==> src/rtl/crcfc_pkg.sv <==
// ----------------------------------------------------------------------------
// crcfc_pkg
// Shared types, character codes and CRC helpers for the CRC-16 frame checker.
// ----------------------------------------------------------------------------
`default_nettype none

package crcfc_pkg;

	// Frame delimiters and the substitute for a CRC byte that equals the end marker
	localparam logic [7:0] CH_NUL   = 8'h00;
	localparam logic [7:0] CH_START = 8'h23;
	localparam logic [7:0] CH_END   = 8'h24;
	localparam logic [7:0] CH_SUB   = 8'h31;

	// Reflected CRC-16 polynomial (ARC variant)
	localparam logic [15:0] CRC_POLY = 16'hA001;

	// Hard ceiling on the payload length, applied on top of the register
	localparam logic [10:0] MAX_PAYLOAD = 11'd1024;

	// Reset value of the payload length limit register
	localparam logic [10:0] MAX_LEN_RESET = 11'd1024;

	typedef enum logic [1:0] {
		ST_OK        = 2'd0,
		ST_CRC       = 2'd1,
		ST_MALFORMED = 2'd2,
		ST_OVERFLOW  = 2'd3
	} status_t;

	// One result beat
	typedef struct packed {
		logic [7:0]  out_byte;
		logic        is_frame_end;
		status_t     frame_status;
		logic [10:0] payload_len;
	} res_t;

	// Fold one byte into the running CRC, one bit per step, LSB first
	function automatic logic [15:0] crc_fold(input logic [15:0] crc, input logic [7:0] b);
		logic [15:0] c;
		c = crc ^ {8'h00, b};
		for (int i = 0; i < 8; i++) begin
			c = c[0] ? ((c >> 1) ^ CRC_POLY) : (c >> 1);
		end
		return c;
	endfunction

	// Replace each CRC byte equal to the end marker by the substitute character
	function automatic logic [15:0] sub_end_marker(input logic [15:0] crc);
		logic [7:0] lo;
		logic [7:0] hi;
		lo = crc[7:0];
		hi = crc[15:8];
		if (lo == CH_END) lo = CH_SUB;
		if (hi == CH_END) hi = CH_SUB;
		return {hi, lo};
	endfunction

endpackage

`default_nettype wire

==> src/rtl/crcfc_in_reg.sv <==
// ----------------------------------------------------------------------------
// crcfc_in_reg
// Input register stage: captures one received byte per beat and holds it
// until the downstream stage advances.
// ----------------------------------------------------------------------------
`default_nettype none

module crcfc_in_reg (
	input  wire logic       clk,
	input  wire logic       arst_n,
	input  wire logic       rx_valid,
	output logic            rx_ready,
	input  wire logic [7:0] rx_byte,
	input  wire logic       advance,
	output logic            valid_s1,
	output logic [7:0]      byte_s1
);

	logic accept;

	// Take a new beat when empty or when the held byte moves on
	assign rx_ready = !valid_s1 || advance;
	assign accept   = rx_valid && rx_ready;

	// Hold the valid flag
	always_ff @(posedge clk or negedge arst_n) begin
		if (!arst_n) begin
			valid_s1 <= 1'b0;
		end else if (accept) begin
			valid_s1 <= 1'b1;
		end else if (advance) begin
			valid_s1 <= 1'b0;
		end
	end

	// Capture the byte
	always_ff @(posedge clk) begin
		if (accept) begin
			byte_s1 <= rx_byte;
		end
	end

endmodule

`default_nettype wire

==> src/rtl/crcfc_parser.sv <==
// ----------------------------------------------------------------------------
// crcfc_parser
// Frame state machine: hunts for the start marker, passes payload bytes while
// folding them into the CRC, captures the received CRC and reports status on
// the end marker. Also holds the payload length limit register.
// ----------------------------------------------------------------------------
`default_nettype none

module crcfc_parser (
	input  wire logic        clk,
	input  wire logic        arst_n,
	input  wire logic        cfg_wr_en,
	input  wire logic [10:0] cfg_wr_data,
	input  wire logic        fire,
	input  wire logic [7:0]  byte_s1,
	output logic             res_hit,
	output crcfc_pkg::res_t  res
);

	typedef enum logic [2:0] {
		PH_HUNT  = 3'd0,
		PH_DATA  = 3'd1,
		PH_CRCLO = 3'd2,
		PH_CRCHI = 3'd3,
		PH_TAIL  = 3'd4
	} phase_t;

	phase_t      phase_q,  phase_d;
	logic [15:0] crc_q,    crc_d;
	logic [15:0] rcrc_q,   rcrc_d;
	logic [10:0] cnt_q,    cnt_d;
	logic        fault_q,  fault_d;
	logic [10:0] max_len_q;
	logic [10:0] limit;

	// Effective limit: smaller of register and hard ceiling
	assign limit = (max_len_q > crcfc_pkg::MAX_PAYLOAD) ? crcfc_pkg::MAX_PAYLOAD : max_len_q;

	// Next state and result for the byte in the input register
	always_comb begin
		phase_d = phase_q;
		crc_d   = crc_q;
		rcrc_d  = rcrc_q;
		cnt_d   = cnt_q;
		fault_d = fault_q;
		res_hit = 1'b0;
		res     = '0;
		unique case (phase_q)
			PH_DATA: begin
				if (byte_s1 == crcfc_pkg::CH_NUL) begin
					phase_d = PH_CRCLO;
				end else if (byte_s1 == crcfc_pkg::CH_END) begin
					res_hit = 1'b1;
					res.is_frame_end = 1'b1;
					res.frame_status = crcfc_pkg::ST_MALFORMED;
					res.payload_len  = cnt_q;
					phase_d = PH_HUNT;
				end else if (cnt_q >= limit) begin
					// drop the byte, remember the overflow
					fault_d = 1'b1;
				end else begin
					crc_d   = crcfc_pkg::crc_fold(crc_q, byte_s1);
					cnt_d   = cnt_q + 11'd1;
					res_hit = 1'b1;
					res.out_byte = byte_s1;
				end
			end
			PH_CRCLO, PH_CRCHI: begin
				if (byte_s1 == crcfc_pkg::CH_END) begin
					res_hit = 1'b1;
					res.is_frame_end = 1'b1;
					res.frame_status = crcfc_pkg::ST_MALFORMED;
					res.payload_len  = cnt_q;
					phase_d = PH_HUNT;
				end else if (phase_q == PH_CRCLO) begin
					rcrc_d  = {rcrc_q[15:8], byte_s1};
					phase_d = PH_CRCHI;
				end else begin
					rcrc_d  = {byte_s1, rcrc_q[7:0]};
					phase_d = PH_TAIL;
				end
			end
			PH_TAIL: begin
				if (byte_s1 == crcfc_pkg::CH_END) begin
					res_hit = 1'b1;
					res.is_frame_end = 1'b1;
					res.payload_len  = cnt_q;
					priority if (fault_q) begin
						res.frame_status = crcfc_pkg::ST_OVERFLOW;
					end else if (crcfc_pkg::sub_end_marker(crc_q) == rcrc_q) begin
						res.frame_status = crcfc_pkg::ST_OK;
					end else begin
						res.frame_status = crcfc_pkg::ST_CRC;
					end
					phase_d = PH_HUNT;
				end
			end
			default: begin
				// hunt: drop garbage until the start marker
				phase_d = PH_HUNT;
				if (byte_s1 == crcfc_pkg::CH_START) begin
					phase_d = PH_DATA;
					crc_d   = '0;
					rcrc_d  = '0;
					cnt_d   = '0;
					fault_d = 1'b0;
				end
			end
		endcase
	end

	// Hold frame state; advance on each byte that leaves the input register
	always_ff @(posedge clk or negedge arst_n) begin
		if (!arst_n) begin
			phase_q   <= PH_HUNT;
			crc_q     <= '0;
			rcrc_q    <= '0;
			cnt_q     <= '0;
			fault_q   <= 1'b0;
			max_len_q <= crcfc_pkg::MAX_LEN_RESET;
		end else begin
			if (fire) begin
				phase_q <= phase_d;
				crc_q   <= crc_d;
				rcrc_q  <= rcrc_d;
				cnt_q   <= cnt_d;
				fault_q <= fault_d;
			end
			if (cfg_wr_en) begin
				max_len_q <= cfg_wr_data;
			end
		end
	end

endmodule

`default_nettype wire

==> src/rtl/crcfc_out_reg.sv <==
// ----------------------------------------------------------------------------
// crcfc_out_reg
// Result register: holds one result beat until the consumer takes it.
// ----------------------------------------------------------------------------
`default_nettype none

module crcfc_out_reg (
	input  wire logic            clk,
	input  wire logic            arst_n,
	input  wire logic            advance,
	input  wire logic            load_valid,
	input  wire crcfc_pkg::res_t load_data,
	output logic                 valid_s2,
	output crcfc_pkg::res_t      data_s2
);

	// Hold the valid flag; refill whenever the slot frees up
	always_ff @(posedge clk or negedge arst_n) begin
		if (!arst_n) begin
			valid_s2 <= 1'b0;
		end else if (advance) begin
			valid_s2 <= load_valid;
		end
	end

	// Capture the result payload
	always_ff @(posedge clk) begin
		if (advance && load_valid) begin
			data_s2 <= load_data;
		end
	end

endmodule

`default_nettype wire

==> src/rtl/crc16_frame_checker_top.sv <==
// Pipeline: two register stages; a byte is captured in the input register and its
// result is loaded into the result register, which drives the output.
// Throughput: one byte per cycle while results are taken. While a result waits,
// one more byte is taken into the empty input register, then input stalls.
// Reset: arst_n clears the valid flags of both stages, returns to hunting for '#', and sets the
// payload limit to 1024.
// ----------------------------------------------------------------------------
// crc16_frame_checker_top
// Framed serial receiver with reflected CRC-16 check and payload pass-through.
// ----------------------------------------------------------------------------
`default_nettype none

module crc16_frame_checker_top (
	input  wire logic        clk,
	input  wire logic        arst_n,
	input  wire logic        cfg_wr_en,
	input  wire logic [10:0] cfg_wr_data,
	input  wire logic        rx_valid,
	output logic             rx_ready,
	input  wire logic [7:0]  rx_byte,
	output logic             res_valid,
	input  wire logic        res_ready,
	output logic [7:0]       out_byte,
	output logic             is_frame_end,
	output logic [1:0]       frame_status,
	output logic [10:0]      payload_len
);

	logic            advance;
	logic            valid_s1;
	logic [7:0]      byte_s1;
	logic            fire;
	logic            res_hit;
	crcfc_pkg::res_t res_d;
	crcfc_pkg::res_t data_s2;

	// Move the pipeline when the result slot is empty or being taken
	assign advance = !res_valid || res_ready;
	assign fire    = valid_s1 && advance;

	crcfc_in_reg u_in_reg (
		.clk      (clk),
		.arst_n   (arst_n),
		.rx_valid (rx_valid),
		.rx_ready (rx_ready),
		.rx_byte  (rx_byte),
		.advance  (advance),
		.valid_s1 (valid_s1),
		.byte_s1  (byte_s1)
	);

	crcfc_parser u_parser (
		.clk         (clk),
		.arst_n      (arst_n),
		.cfg_wr_en   (cfg_wr_en),
		.cfg_wr_data (cfg_wr_data),
		.fire        (fire),
		.byte_s1     (byte_s1),
		.res_hit     (res_hit),
		.res         (res_d)
	);

	crcfc_out_reg u_out_reg (
		.clk        (clk),
		.arst_n     (arst_n),
		.advance    (advance),
		.load_valid (fire && res_hit),
		.load_data  (res_d),
		.valid_s2   (res_valid),
		.data_s2    (data_s2)
	);

	// Unpack the result beat
	assign out_byte     = data_s2.out_byte;
	assign is_frame_end = data_s2.is_frame_end;
	assign frame_status = data_s2.frame_status;
	assign payload_len  = data_s2.payload_len;

endmodule

`default_nettype wire
==> config.mk <==
export PLATFORM = sky130hd
export DESIGN_NAME = crc16_frame_checker_top
export DESIGN_NICKNAME = d
export VERILOG_FILES = /design/src/rtl/crcfc_pkg.sv /design/src/rtl/crcfc_in_reg.sv /design/src/rtl/crcfc_parser.sv /design/src/rtl/crcfc_out_reg.sv /design/src/rtl/crc16_frame_checker_top.sv
export SDC_FILE = /design/constraint.sdc
export NUM_CORES = 1
export LEC_CHECK = 0
export BUFFER_PORTS_ARGS = -buffer_cell sky130_fd_sc_hd__buf_2
export CORE_MARGIN = 8
export CORE_UTILIZATION = 27
export DETAILED_ROUTE_END_ITERATION = 16
export SKIP_LAST_GASP = 1
export SLEW_MARGIN = 10
export SYNTH_ARGS = -nofsm -noshare
export SYNTH_HDL_FRONTEND = slang
export SYNTH_SLANG_ARGS = --single-unit
==> constraint.sdc <==
create_clock -name clk -period 6.9 [get_ports clk]
set_clock_uncertainty 0.1 [all_clocks]
set_input_delay 1.38 -clock clk [delete_from_list [all_inputs] [get_ports clk]]
set_output_delay 1.38 -clock clk [all_outputs]
set_load 0.01 [all_outputs]
==> impl_results.md, run 1 <==
* Vias in the first global route at 3271
* Die area at 0.02134 mm^2
* Hold Slack at 0.4100 ns
* Synth Instances at 401
* Num CTS Buffers at 9
* Fmax at 0.2986 GHz
* Overflow after GRT at 0
* Initial antenna violation count at 0
* Die Y at 146.1 um
* Crit Path Category: in2out
* H-Tree Level Count at 3
* Drt total wl at 10600 um
* Chip Width at around 150 um
* 1st-pass router iterations at 4
* WL/cell at 15.82 um
* CP max-delay cell: buf_2
* Antenna Diode Count at 0
* # hold bufs at CTS at 0
* Initial core utilization at 27.55%
* Power per Cell Area at between 400 and 500 mW/mm^2
* Final net count at just under 500
* Post-synth EDFFs at 30
* HP Start: u_parser.max_len_q[8]$_DFFE_PN0P_
* Mapped Area at ~0.0046 mm^2
* DRC errors left at 0
* IO Port Bufs at 47
* Max-slew headroom at around 32%
* Hold Vio Cnt, Final at 0
* First-pass GRT wire length at between 15000 and 20000 um
* Reg2reg setup slack at 3.60 ns
* Layout area overhead at 15.42%
* Post-CTS Setup Bufs at 0
* Clock Tree Buf Depth at 2
* Hold endpoint: u_parser.max_len_q[8]$_DFFE_PN0P_
* Hold Crit Depth at 1
* Placement Cell Area at 0.005004 mm^2
* Final instance area at around 0.0053 mm^2
* Max Cap Violations at 0
* Critical Path AT at 1.87 ns
* Syn nets at 437
* Status: complete, no violations
* Async S/R FF share, synth at 66.67%
* Top Family by Delay on Critical Path: buffers and inverters
* Core Util, Final at 31.79%
* Worst-path cell chain: buf_2 > nor2b_1 > nand2_1 > buf_2
* Layout cells sized above 1 at about a fifth
* Worst-Margin Slew at slightly above 1 ns
* HPWL after DPL at 7812 um
* TritonCTS clock tree: built
* Rows at 47
* Clock latency on the worst-skew pair at 0.35 ns
* Avg Cell Area, Syn at ~11 um^2
* Crit. Startpoint: res_ready
* Sequential share of the synthesized area at a little over half
* Fin crit period at 3.349 ns
* Worst Path Required at 5.42 ns
* Clk slew on worst S/H paths at 0.06 ns
* Synth Register Bits at 90
* Synth area leader: dfrtp_1
* Ys Warns at 0
* Post-synth top flop: dfrtp_1
* Placer Congestion at 0.8496
* RSZ-0062 raised after global routing: no
* CTS Sinks at 90
* Vias per cell at 4.781
* Synth top area share at 32.32%
* Final Cycle Share at 48.54%
* Crit end category: output port
* Leakage dissipation at 2.282 nW
* Root buf cell: clkbuf_16
* Via count at 3203
* GR Util All Layers at 10.24%
* Slew Viols, Final at 0
* Top cells by area, synth: dfrtp_1, edfxtp_1, a22o_1
* Synth unique cells at 58
* Sum of buffers and inverters on the critical path at 2
* # IOs at 48
* Max incr delay on CP at ~0.15 ns
* Core region area at about 0.017 mm^2
* Largest net degree at the start of global routing at 61
* Reg-to-reg endpoint: u_out_reg.data_s2[8]$_DFFE_PP_
* Peak supply drop at around 0.00017 V
* CP max FO at 3
* Reg2reg path depth at 4
* CP dominant cell by count: buf_2
* # setup viols final at 0
* DRT iter0 DRCs at 167
* Worst flop-to-flop path startpoint: u_in_reg.byte_s1[3]$_DFFE_PP_
* Startpoint Class: input pin
* Fin Setup TNS at 0 ns
* Post-CTS Resized at 0
* Min-delay worst type: reg2reg
* Routed Antenna Nets at 0
stage by stage:
step	worst slack, ns	std cells	total power, W
4_1_cts	3.553	670	0.002147
6_report	3.551	670	0.002123
2_1_floorplan	3.815	401	0.001483
3_3_place_gp	3.563	654	0.001678
5_1_grt	3.242	670	0.002274
3_5_place_dp	3.532	654	0.001694
Yosys cell counts (all sizes together) (2+ instances only):
cell type and count:
mux2 12, clkbuf 7, o21ai 12, a22o 26, nand3 5, o21bai 2, and3 5, or4 2
a2111oi 2, and2 16, ha 12, nand2b 8, dfrtp 59, xnor2 21, xor2 13, nor2 19
a21o 8, a31oi 5, or2 3, o211ai 2, nor4 8, or3 5, nor2b 5, o31ai 2
inv 15, buf 9, nand2 32, mux2i 6, a211oi 3, nor3 6, o32ai 2, edfxtp 30
a21oi 20, nand4 5
where the power goes:
part	internal [W]	leakage [nW]	total, W	switching [W]
Clock	0.000243	0.131	0.000442	0.000199
Combinational	0.000383	1.09	0.000819	0.000436
Sequential	0.000719	1.06	0.000862	0.000143
worst register-to-register path, cell delays in order, from the launching register on:
cell and delay (ns):
edfxtp_1 0.49, nor4_4 0.47, nand4_1 0.36, a21oi_1 0.63, o211a_1 0.87
layer usage:
metal  GRT usage [%]  share of wire (%)
met1           12.67                 46
met4           4.122                2.0
met5               0                  0
met2           16.23                 47
met3           3.307                4.9
placed cells by master, fill, tap and decap left out, drive strengths merged, types with 2 or more instances in the layout:
cell,Yosys,final
and3,5,5
nand2,32,32
mux2i,6,6
clkbuf,7,11
nor2,19,19
a2111oi,2,2
dfrtp,59,59
nand2b,8,8
nand3,5,5
or3,5,5
o32ai,2,2
a31oi,5,5
nor4,8,8
and2,16,16
nand4,5,5
a22o,26,26
or2,3,3
buf,9,49
nor3,6,6
a21oi,20,20
ha,12,12
nor2b,5,5
o211ai,2,2
o21ai,12,12
mux2,12,12
or4,2,2
edfxtp,30,30
o31ai,2,2
o21bai,2,2
inv,15,15
a211oi,3,3
a21o,8,8
clkinv,0,5
xnor2,21,21
xor2,13,13
worst max path at each step:
stage | endpoint | slack [ns] | cells after the start
global placement | rx_ready | 3.56 | 4
detailed placement | u_parser.crc_q[7]$_DFFE_PN0P_ | 3.53 | 7
global route | u_out_reg.data_s2[5]$_DFFE_PP_ | 3.24 | 4
finish | rx_ready | 3.55 | 4
floorplan | rx_ready | 3.82 | 2
CTS | rx_ready | 3.55 | 4
layout make-up:
class                   instances  area (um^2)
clock buffers                  11        232.7
clock inverters                 5        31.28
flip-flops and latches         90         2404
well taps                     220        275.3
inverters                      15        56.30
fillers                      1681        11310
multi-input cells             280         2023
repair buffers                 49        250.2
registers in the layout, summed over array words and instances (netlist names), 3 cells and up:
name and cells:
u_in_reg.byte_s1 8, u_parser.rcrc_q 16, u_parser.phase_q 3, u_out_reg.data_s2 22, u_parser.max_len_q 11, u_parser.crc_q 16
u_parser.cnt_q 11
kinds of logic after synthesis:
kind of cell	after synthesis	synth area share (%)
xor+xnor	35	7.039
buf+inv	31	3.314
fa+ha+maj	12	3.287
simple gates	125	14.82
compound gates	90	14.65
flops	90	52.62
mux	18	4.273
Power figures use the tool's default switching activity.
==> inputs of run 2 (changes only) <==
--- a/config.mk
+++ b/config.mk
@@ -5,6 +5,7 @@
 export SDC_FILE = /design/constraint.sdc
 export NUM_CORES = 1
 export LEC_CHECK = 0
+export ABC_AREA = 1
 export BUFFER_PORTS_ARGS = -buffer_cell sky130_fd_sc_hd__buf_2
 export CORE_MARGIN = 8
 export CORE_UTILIZATION = 27
==> constraint.sdc (replaced) <==
create_clock -name clk -period 3.5 [get_ports clk]
set_clock_uncertainty 0.1 [all_clocks]
set_input_delay 0.7 -clock clk [delete_from_list [all_inputs] [get_ports clk]]
set_output_delay 0.7 -clock clk [all_outputs]
set_load 0.01 [all_outputs]
==> run 2 against run 1 <==
  * Setup slack worse by 3.2 ns
  * Die area grew 6.0%
  * First-iteration DRC count increased by 100%
  * Power rose by 130%
  * Non-clock buffer count rose by 3
  * Synthesized cell count up 42%
  * Worst hold slack got worse by 0.14 ns
  * Utilization grew 0.12 points
  * Synthesized area increased by 6.7%
  * Register-to-register slack worse by 3.2 ns
  * Clock power is 140% higher
  * Count of clock-buffer cells in the layout shrank 2
  * Critical endpoint is now u_out_reg.data_s2[17]$_SDFFCE_PP0P_
  * Largest cell class unchanged
  * Highest routed layer unchanged
==> impl_results.md, run 2 <==
* Status: complete, no violations
* Synth area leader: dfrtp_1
* Synth unique cells at 39
* Root buf cell: clkbuf_16
* Post-CTS Setup Bufs at 0
* Post-Synth XOR/XNOR Area at 3.413%
* Top cells by area, synth: dfrtp_1, edfxtp_1, nand2_1
* Crit. Startpoint: u_parser.max_len_q[2]$_DFFE_PN0P_
* Synth Area in Compound Gates at 9.777%
* First-pass GRT wire length at 19710 um
* Most frequent cells in the layout: nand2_1, inv_1, dfrtp_1
* Initial antenna violation count at 0
* Fin crit period at between 3 and 4 ns
* Post-CTS Resized at 0
* H-Tree Level Count at 3
* DRT iter0 DRCs at 337
* WL/cell at 13.90 um
* Worst flop-to-flop path startpoint: u_parser.max_len_q[2]$_DFFE_PN0P_
* Placement Cell Area at 0.005376 mm^2
* CTS Sinks at 90
* Min-delay worst type: in2async
* Ys Warns at 0
* Rows at 49
* Routed Antenna Nets at 0
* 1st-pass router iterations at 5
* Worst Slack Setup Final at 0.3893 ns
* Hold Vio Cnt, Final at 0
* # setup viols final at 0
* Die area at 0.02262 mm^2
* Post-synth EDFFs at 30
* Antenna Diode Count at 0
* GR Util All Layers at 11.06%
* Power per Cell Area at 848.8 mW/mm^2
* Chip Width at around 150 um
* Filler cells at between 1500 and 2000
* Post-Synth Adder-Cell Area at 3.079%
* Fin Setup TNS at 0 ns
* Vias in the first global route at approximately 3800
* Clock latency on the worst-skew pair at around 0.35 ns
* Final Cycle Share at between 80 and 90%
* Worst Path Required at 3.42 ns
* Most frequent cell after synthesis: nand2_1
* Num CTS Buffers at 9
* Reg2reg path depth at 14
* Mux share of post-synthesis cell area at 0.9238%
* RSZ-0062 raised after global routing: no
* Mapped Area at 0.004876 mm^2
* Max Cap Violations at 0
* Max-slew headroom at between 50% and 60%
* Comb pwr share at 41.1%
* Largest net degree at the start of global routing at 35
* Via count at about 3800
* Startpoint Class: flop
* Layout cells sized above 1 at 18.31%
* Worst-Margin Slew at 0.6497 ns
* CP max FO at 22
* Overflow after GRT at 0
* Top Registers: u_out_reg.data_s2 (22), u_parser.crc_q (16), u_parser.rcrc_q (16)
* Slew Viols, Final at 0
* Synth Instances at approximately 570
* Internal power at 0.002813 W
* Clock group share of total power at 21.9%
* CP max-delay cell: dfrtp_1
* Switching share of power at 41.79%
* # hold bufs at CTS at 0
* Peak supply drop at 0.0002903 V
* Biggest register: u_out_reg.data_s2
* Crit end category: flop
* TritonCTS clock tree: built
* IO Port Bufs at 47
* Clock Tree Buf Depth at 2
* Final net count at 660
* Leakage dissipation at 2.679 nW
* Final instance area at 0.005693 mm^2
* Largest family of logic cells by synthesized area: simple AND/OR/NAND/NOR gates
* Async S/R FF share, synth at 66.67%
* Drt total wl at 11910 um
* Synth top area share at 30.28%
* Fmax at 0.3215 GHz
* Core region area at 0.01784 mm^2
* Commonest non-fill, non-tap cell in the layout: nand2_1
* Post-Synth Simple-Gate Area at around a quarter
* Pre-CTS setup slack at 0.3787 ns
* Post-synth top flop: dfrtp_1
* DRC errors left at 0
* Number of flip-flops in the largest register at 22
* Max incr delay on CP at 0.39 ns
* Crit Path Category: reg2reg
* Avg Cell Area, Syn at roughly 8.5 um^2
* Seq pwr share at a little under two fifths
* Initial core utilization at 27.33%
* Die Y at ~150 um
* Worst-path cell chain: nor4_1 > nand3_1 > o21ai_1 > buf_4 > nand2_1 > ha_1 > a21oi_1 > o21ai_0 > a21oi_1 > nand4_1 > o21ai_0 > nand2_1 > inv_1 > buf_4
* Clk slew on worst S/H paths at 0.07 ns
* Tot Pwr at between 0.004 and 0.005 W
* Sw power at 0.002019 W
* Vias per cell at between 4 and 5
* List of most frequent post-synthesis cells: nand2_1, inv_1, dfrtp_1, nor2_1, o21ai_0
* Critical Path AT at 3.03 ns
* # IOs at 48
* Placer Congestion at roughly 0.83
* Sequential share of the synthesized area at 49.29%
* Layout area overhead at 16.76%
* Synth Register Bits at 90
* Syn nets at just over 600
* HPWL after DPL at 9043 um
[run 2: cell count changes after synthesis, moves of 16 or more]
cell,change
and2_1,-16
o21ai_2,+19
nand3_1,+30
o21ai_0,+27
nor2_1,+27
nand2_1,+132
inv_1,+49
xnor2_1,-16
a22o_1,-26
[run 2: power groups by stage]
| stage | clock network [W] | registers, W | logic [W] |
|---|---|---|---|
| CTS | 0.00107 | 0.00179 | 0.00202 |
| floorplan | 0 | 0.00179 | 0.00147 |
| detailed placement | 0 | 0.00181 | 0.00202 |
| global placement | 0 | 0.00182 | 0.00198 |
| finish | 0.00106 | 0.00179 | 0.00199 |
| global route | 0.00112 | 0.00184 | 0.00227 |
[run 2: through the flow]
step           util, %  hold slack [ns]  cells
6_report         31.91           0.2723    857
3_5_place_dp     30.14           0.3695    842
4_1_cts          31.91           0.2978    857
2_1_floorplan        -           0.3044    571
3_3_place_gp     30.14           0.3771    842
5_1_grt          31.91           0.3276    857
[run 2: per-layer routing]
layer	part of all wire, %	wire [um]	vias up	track usage (%)
li1	-	-	1968	-
met1	47	5634	1752	15.10
met3	5.3	636	18	2.194
met4	2.8	329	0	4.398
met5	0	0	-	0
met2	45	5310	83	16.84
[run 2: cells by family (layout without fill, tap and decap cells)]
family                     Yosys count  count (layout)
buffers and inverters               81             138
DFF                                 90              90
muxes                                4               4
xor gates and xnor gates            19              19
AOI/OAI and AO/OA                   79              79
and+or+nand+nor                    286             286
adders and majority gates           12              12
[run 2: final cells by class]
| class | instances | area, um^2 | share of cell area, % |
|---|---|---|---|
| clock buffers | 9 | 225.2 | 3.956 |
| well taps | 229 | 286.5 | 5.033 |
| clock inverters | 6 | 91.34 | 1.604 |
| inverters | 71 | 274.0 | 4.813 |
| repair buffers | 52 | 285.3 | 5.011 |
| multi-input cells | 400 | 2127 | 37.36 |
| flip-flops and latches | 90 | 2404 | 42.22 |
[run 2: worst paths after layout]
| path | slack, ns | endpoint |
|---|---|---|
| min in group clk | 0.39 | u_parser.crc_q[5]$_DFFE_PN0P_ |
| setup / recovery | 0.39 | u_out_reg.data_s2[17]$_SDFFCE_PP0P_ |
| hold / removal | 0.27 | u_parser.max_len_q[1]$_DFFE_PN0P_ |
| max in group asynchronous | 2.37 | u_parser.max_len_q[10]$_DFFE_PN1P_ |
| hold reg to reg | 0.39 | u_parser.crc_q[5]$_DFFE_PN0P_ |
| setup reg to reg | 0.39 | u_out_reg.data_s2[17]$_SDFFCE_PP0P_ |
[run 2: critical path: cells and delay by family (launching register included)]
family          cells  cell delay, ns
compound gates      5            0.73
simple gates        5            0.67
buf+inv             3            0.55
flops               1            0.39
fa+ha+maj           1            0.33
==> inputs of run 3 (changes only) <==
--- a/config.mk
+++ b/config.mk
@@ -5,7 +5,6 @@
 export SDC_FILE = /design/constraint.sdc
 export NUM_CORES = 1
 export LEC_CHECK = 0
-export ABC_AREA = 1
 export BUFFER_PORTS_ARGS = -buffer_cell sky130_fd_sc_hd__buf_2
 export CORE_MARGIN = 8
 export CORE_UTILIZATION = 27
==> run 3 against run 2 <==
  * Combinational power fell by 18%
  * First-iteration DRC count fell by 53%
  * Via count down 16%
  * Global-route usage fell by 0.86 points
  * Count of clock-buffer cells in the layout increased by 2
  * Critical path type unchanged
  * Critical endpoint is now u_parser.rcrc_q[13]$_DFFE_PN0P_
==> impl_results.md, run 3 (synthesis gave the netlist of run 1 again) <==
* Worst-Margin Slew at 1.048 ns
* Routed Antenna Nets at 0
* HPWL after DPL at ~8000 um
* Biggest register: u_out_reg.data_s2
* Largest net degree at the start of global routing at 61
* Tot Pwr at 0.004213 W
* Number of flip-flops in the largest register at 22
* Post-CTS Setup Bufs at 0
* Status: complete, no violations
* Clock Tree Buf Depth at 2
* Clock latency on the worst-skew pair at 0.34 ns
* Power per Cell Area at 791.8 mW/mm^2
* DRC errors left at 0
* CP max FO at 9
* Worst-path cell chain: nor4_4 > nand4_1 > nand3b_1 > a21oi_1 > o21bai_1 > a22o_1
* Vias per cell at 4.774
* Die area at 0.02134 mm^2
* Peak supply drop at between 0.0003 and 0.0004 V
* Commonest non-fill, non-tap cell in the layout: dfrtp_1
* CP max-delay cell: o21bai_1
* Critical Path AT at 3.02 ns
* Crit Path Category: reg2reg
* First-pass GRT wire length at 17240 um
* Via count at ~3200
* IO Port Bufs at 47
* Worst Slack Setup Final at around 0.66 ns
* Fmax at 0.3516 GHz
* # hold bufs at CTS at 0
* H-Tree Level Count at 3
* Crit. Startpoint: u_in_reg.byte_s1[4]$_DFFE_PP_
* Initial antenna violation count at 0
* Final Cycle Share at 81.27%
* # IOs at between 40 and 50
* Min-delay worst type: reg2reg
* Clk slew on worst S/H paths at 0.06 ns
* Chip Width at 146.1 um
* Max-slew headroom at 29.58%
* Antenna Diode Count at 0
* 1st-pass router iterations at 4
* RSZ-0062 raised after global routing: no
* Vias in the first global route at 3193
* Layout area overhead at 16.49%
* Num CTS Buffers at 9
* Hold Vio Cnt, Final at 0
* TritonCTS clock tree: built
* Most frequent cells in the layout: dfrtp_1, buf_2, nand2_1
* Leakage dissipation at 2.314 nW
* GR Util All Layers at 10.20%
* Startpoint Class: flop
* Hold Slack at 0.4011 ns
* Worst flop-to-flop path startpoint: u_in_reg.byte_s1[4]$_DFFE_PP_
* Reg-to-reg endpoint: u_parser.rcrc_q[13]$_DFFE_PN0P_
* Final net count at 487
* Post-CTS Resized at 0
* Reg2reg setup slack at 0.66 ns
* Layout cells sized above 1 at 20.61%
* Initial core utilization at 27.55%
* Slew Viols, Final at 0
* Sum of buffers and inverters on the critical path at 0
* DRT iter0 DRCs at 160
* # setup viols final at 0
* Fin crit period at 2.845 ns
* Rows at 47
* WL/cell at 15.40 um
* Hold endpoint: u_parser.max_len_q[0]$_DFFE_PN0P_
* Worst Path Required at 3.67 ns
* HP Start: u_parser.max_len_q[0]$_DFFE_PN0P_
* Reg2reg path depth at 6
* Fin Setup TNS at 0 ns
* Placer Congestion at approximately 0.85
* Max Cap Violations at 0
* Die Y at 146.1 um
* Core Util, Final at 32.09%
* Root buf cell: clkbuf_16
* Overflow after GRT at 0
* CTS Sinks at 90
* Core region area at 0.01658 mm^2
* Top Registers: u_out_reg.data_s2 (22), u_parser.crc_q (16), u_parser.rcrc_q (16)
* Hold Crit Depth at 1
* Max incr delay on CP at about 0.6 ns
* Top Family by Delay on Critical Path: simple AND/OR/NAND/NOR gates
* Pre-CTS setup slack at 0.6639 ns
* Drt total wl at around 10000 um
* Crit end category: flop
run 3: cell count changes in the layout (fill, tap and decap cells not counted), sizes merged, moves of 6 or more:
cell	before	now
a21o	0	8
a21oi	12	20
a22o	0	26
and2	0	16
inv	72	15
mux2	4	12
mux2i	0	6
nand2	171	32
nand2b	0	8
nand3	37	5
nor2	50	19
o21ai	63	12
xnor2	5	21
run 3: report_power, final:
group	internal (W)	leakage, nW	switching [W]
registers	0.00141	1.06	0.000281
clock network	0.000497	0.133	0.000394
logic	0.000782	1.12	0.000847
run 3: area by class of cell:
cell class	count	area (um^2)
clock buffer	11	242.7
sequential	90	2404
inverter	15	56.30
timing repair buffer	55	295.3
multi-input combinational	280	2018
fill	1690	11260
clock inverter	5	30.03
tap	220	275.3
run 3: routing by layer:
metal / GRT usage (%) / vias to the layer above / wire, um
li1: - / 1565 / -
met1: 11.92 / 1573 / 4473
met2: 16.81 / 79 / 5155
met3: 3.801 / 10 / 652
met4: 3.761 / 0 / 129
met5: 0 / - / 0
run 3: metrics by stage:
stage | area [um^2] | std cells
after global placement | 5049 | 660
after detailed placement | 5049 | 660
after global routing | 5321 | 676
after floorplan | 4568 | 401
final | 5321 | 676
after CTS | 5321 | 676
run 3: how the worst max path moves through the flow:
stage                                                  to  slack, ns  cells past startpoint
final                     u_parser.rcrc_q[13]$_DFFE_PN0P_       0.66                      6
after global routing        u_parser.crc_q[0]$_DFFE_PN0P_       0.40                     11
after CTS                 u_parser.rcrc_q[13]$_DFFE_PN0P_       0.64                      6
after detailed placement  u_parser.rcrc_q[15]$_DFFE_PN0P_       0.66                      6
after global placement      u_parser.crc_q[9]$_DFFE_PN0P_       0.71                     10
after floorplan            u_out_reg.data_s2[0]$_DFFE_PP_       0.69                      9
